==> src/hw/rtl/bfs_pkg.sv <==
// shared constants for the 3x3 box filter stream
package bfs_pkg;

	localparam int PIX_W        = 8;
	localparam int COL_W        = 9;
	localparam int WIDTH_W      = 10;
	localparam int MAX_LINE_DEF = 512;

	localparam logic [WIDTH_W-1:0] LINE_WIDTH_RST = 10'd320;

endpackage

==> src/hw/rtl/bfs_window.sv <==
// 3x3 window registers, nine-pixel sum and divide by nine
module bfs_window (
	input  logic                       clk,
	input  logic                       arst_n,
	input  logic                       shift,
	input  logic [bfs_pkg::PIX_W-1:0]  top,
	input  logic [bfs_pkg::PIX_W-1:0]  mid,
	input  logic [bfs_pkg::PIX_W-1:0]  bot,
	output logic [bfs_pkg::PIX_W-1:0]  mean
);

	localparam int SUM_W = bfs_pkg::PIX_W + 4;
	localparam int REC_W = 13;
	localparam int PRD_W = SUM_W + REC_W;
	localparam logic [REC_W-1:0] RECIP = 13'd7282;

	logic [bfs_pkg::PIX_W-1:0] win_q [6];
	logic [SUM_W-1:0]          sum;
	logic [PRD_W-1:0]          prod;

	always_ff @(posedge clk or negedge arst_n) begin
		if (!arst_n) begin
			for (int i = 0; i < 6; i++) begin
				win_q[i] <= '0;
			end
		end else if (shift) begin
			win_q[0] <= win_q[3];
			win_q[1] <= win_q[4];
			win_q[2] <= win_q[5];
			win_q[3] <= top;
			win_q[4] <= mid;
			win_q[5] <= bot;
		end
	end

	always_comb begin
		sum = SUM_W'(top) + SUM_W'(mid) + SUM_W'(bot);
		for (int i = 0; i < 6; i++) begin
			sum = sum + SUM_W'(win_q[i]);
		end
		// reciprocal of nine, exact for sums up to 2295
		prod = PRD_W'(sum) * PRD_W'(RECIP);
		mean = prod[16 +: bfs_pkg::PIX_W];
	end

endmodule

==> config.mk <==
export PLATFORM = sky130hd
export DESIGN_NAME = bfs_window
export DESIGN_NICKNAME = d
export VERILOG_FILES = /design/src/hw/rtl/bfs_pkg.sv /design/src/hw/rtl/bfs_window.sv
export SDC_FILE = /design/constraint.sdc
export NUM_CORES = 1
export LEC_CHECK = 0
export BUFFER_PORTS_ARGS = -buffer_cell sky130_fd_sc_hd__buf_4
export CORE_AREA = 8 8 107 109
export DETAILED_ROUTE_END_ITERATION = 6
export DIE_AREA = 0 0 115 117
export GPL_ROUTABILITY_DRIVEN = 0
export MAX_ROUTING_LAYER = met4
export PLACE_DENSITY = 0.76
export SYNTH_ARGS = -nofsm -noshare
export SYNTH_HDL_FRONTEND = slang
export SYNTH_SLANG_ARGS = --single-unit
==> constraint.sdc <==
create_clock -name clk -period 17.4 [get_ports clk]
set_input_delay 1.74 -clock clk [delete_from_list [all_inputs] [get_ports clk]]
set_output_delay 1.74 -clock clk [all_outputs]
set_load 0.02 [all_outputs]
Word-level counts from Yosys, hierarchy flattened
Cells that the tools add are included.
- register bits: 48
- input port bits: 27
- output and inout bits: 8
- logic and storage cells: 15
- $add $sub $neg: 8
- $mul: 1
- operators with widths (cell ; count):
    12-bit by 8-bit adder with 12-bit output ; 4
    12-bit by 12-bit multiplier with 23-bit output (second input constant) ; 1
    11-bit by 8-bit adder with 12-bit output ; 1
    10-bit by 8-bit adder with 11-bit output ; 1
    9-bit by 8-bit adder with 10-bit output ; 1
    8-bit by 8-bit adder with 9-bit output ; 1

Depth between registers and ports, before layout
- word-level depth: 9
- depth in mapped cells: 31

Worst setup path after synthesis
OpenSTA, ideal clock, no wires.
- path type: input to output
- start point: input port top[3] (netlist bit)
- end point: output port mean[1] (netlist bit)
- data arrival time: 9.026 ns
- data required time: 15.660 ns
- setup slack: 6.634 ns
- stages: 31
- buffers on the path: 0
- path through: inv_1 > fa_1 > inv_1 > fa_1 > fa_1 > inv_1 > fa_1 > inv_1 > ha_1 > a211oi_1 > nor2_1 > o21a_1 > nor2_1 > xnor2_1 > xor2_1 > ha_1 > ha_1 > inv_1 > fa_1 > inv_1 > fa_1 > inv_1 > fa_1 > inv_1 > ha_1 > o211ai_1 > nor2_1 > a21boi_0 > o211ai_2 > a21oi_1 > xnor2_1
- word-level cells in the longest chain between the ends: 9
- RTL lines (element ; RTL line ; source):
    start: declaration ; bfs_window.sv:6 ; input logic [bfs_pkg::PIX_W-1:0] top,
    8-bit by 8-bit adder with 9-bit output ; bfs_window.sv:37 ; sum = SUM_W'(top) + SUM_W'(mid) + SUM_W'(bot);
    9-bit by 8-bit adder with 10-bit output ; bfs_window.sv:37 ;
    10-bit by 8-bit adder with 11-bit output ; bfs_window.sv:39 ; sum = sum + SUM_W'(win_q[i]);
    11-bit by 8-bit adder with 12-bit output ; bfs_window.sv:39 ;
    12-bit by 8-bit adder with 12-bit output (4 in a row) ; bfs_window.sv:39 ;
    12-bit by 12-bit multiplier with 23-bit output ; bfs_window.sv:42 ; prod = PRD_W'(sum) * PRD_W'(RECIP);
    end: declaration ; bfs_window.sv:9 ; output logic [bfs_pkg::PIX_W-1:0] mean
No other way between the ends.

Worst setup path after layout
Same ends and word-level chain as after synthesis.

==> out/results.ini <==
[synth]
ys_seq_area_share_pct = 20.9
yosysWarnings = 0
synth_compound_area_share_pct = 7.76
yosys.cell_types.count = 44
async_flop_share_pct = 100
synthMuxAreaShare_pct = 7.65
synth_edf_count = 0
synth-simple-area-share_pct = 3.86
syn_area_um2 = 5740
synth_xor_area_share_pct = 4.36
synthCells = 540
ys_ff_latch = 48
synthFlopType = dfrtp_1
syn_area_per_cell_um2 = 10.6
synthAdderAreaFrac_pct = 45.1
synth_top_family_by_area = adder cells
synth_nets = 727

[global_routing]
grt-ovfl-total = 0
grt_first_pass_wirelength_um = 17700
grtUsageTotal_pct = 16.6
grt_max_degree = 58
grt_pass1_vias = 4005
antenna_found_initial = 0

[routing]
finalWirelength_um = 9650
avgRoutedWirePerCell_um = 13.6
drt_iter0_markers = 113
ant_nets = 0
drc = 0
vias_per_cell = 5.05
vias = 3590
dr.pass1.iters = 4

[timing]
min_period_over_period_pct = 65.0
fin_ws_ps = 6100
tightestPinTransition_ps = 648
skew_ps = 4.39
rsz0062_at_grt = no
tns_ps = 0
finalSetupViolCount = 0
drv_slew = 0
hold_viol = 0
period_minus_slack_ps = 11300
fmax_ghz = 0.0885
max-slew-margin-rel_pct = 56.5

[worst_setup_path]
cp.required_ps = 15660
critPathCaptureType = primary output
slowest_stage = fa_1
arrival_ps = 9560
crit_top_cell = inv_1
cp_max_fo = 5
slowest_delay_ps = 580
worstSetupStartpointType = primary input
path_class = in2out

[status]
status = complete, no violations

[cts]
cts_setup_buffers = 0
path_clk_slew_ps = 90
h-tree-depth = 2
clk_latency_ps = 300
root_buffer = clkbuf_8
numCtsBuffers = 5
cts_buffer_depth = 2
cts_sinks = 48
cts_tree = done
holdBufCountCts = 0
post_cts_resized = 0

[die]
die_area_um2 = 13500
io_pins = 35
core_area_um2 = 9910
die_h_um = 117
dieWidth_um = 115
initial_core_util_pct = 57.9
row_count = 37

[placed_design]
io_buffers = 34
hpwl_um = 8430
place_ws_ps = 6100
dp_cells = 703

[layout]
layout_common_cells = 151 x inv_1, 82 x ha_1, 78 x fa_1
final_common_cell = inv_1
antenna_cells = 0
largest_reg_flops = 48
largestRegisters = win_q (48)
layout-area-overhead-vs-synth_pct = 8.63
fin_nets = 761
fin_cells = 711
top_register = win_q
fillerInstances = 853
drive_gt1_share_pct = 16.0
fin_util_pct = 62.9

[flow_run]
cap_violations = 0

[worst_hold_path]
hp-class = reg2reg

## layer usage
metal / vias to the layer above / track usage, % / wire, um
met5: - / - / 0
met4: 0 / 2.71 / 72
met3: 8 / 2.57 / 224
met2: 38 / 28.8 / 4960
met1: 1785 / 20.5 / 4390
li1: 1759 / - / -
## kinds of logic after synthesis
group           count (synthesis)
compound gates                 64
xor+xnor                       26
fa+ha+maj                     160
buf+inv                       158
flops                          48
mux                            39
simple gates                   45
## synthesized netlist by cell type, types with 8 or more instances
| cell | instances | area (um2) |
|---|---|---|
| xnor2_1 | 15 | 131 |
| fa_1 | 78 | 1560 |
| inv_1 | 151 | 567 |
| mux2_2 | 39 | 439 |
| nand2_1 | 16 | 60.1 |
| xor2_1 | 8 | 70.1 |
| o21ai_0 | 11 | 55.1 |
| a21o_1 | 11 | 82.6 |
| ha_1 | 82 | 1030 |
| a21oi_1 | 17 | 85.1 |
| dfrtp_1 | 48 | 1200 |
| nor2_1 | 10 | 37.5 |
## final timing paths
| kind | startpoint | to | slack, ps | cells after the start |
|---|---|---|---|---|
| max reg2reg | win_q[5] | win_q[29] | 16580 | 1 |
| min | win_q[14] | win_q[38] | 510 | 1 |
| max in group asynchronous | arst_n | win_q[31] | 15550 | 1 |
| max | top[3] | mean[1] | 6100 | 33 |
| min in group asynchronous | arst_n | win_q[8] | 1440 | 1 |
| min reg2reg | win_q[14] | win_q[38] | 510 | 1 |
## through the flow
step | cell area (um2) | hold WS, ps
floorplan | 5740 | 479
finish | 6230 | 513
detailed placement | 6140 | 496
CTS | 6230 | 517
global placement | 6140 | 486
global route | 6230 | 526
## worst max-delay path, delay by kind of cell
kind | cells | cell delay [ps]
AND/OR/NAND/NOR | 3 | 430
AO/OA/AOI/OAI | 6 | 1110
buffers and inverters | 10 | 670
XOR/XNOR | 3 | 680
adder cells (fa/ha/maj) | 11 | 4910
## area by class of cell
type                       count  area, um2  area share, %
clock buffer                   6       82.6           1.32
clock inverter                 2       15.0          0.241
inverter                     151        567           9.09
multi-input combinational    334       3940           63.3
sequential                    48       1200           19.3
tap                          136        170           2.73
timing repair buffer          34        255           4.09
Power is left out: the tool's default activity adds up to more than one toggle a clock period on the data nets, which glitch-free logic cannot reach.
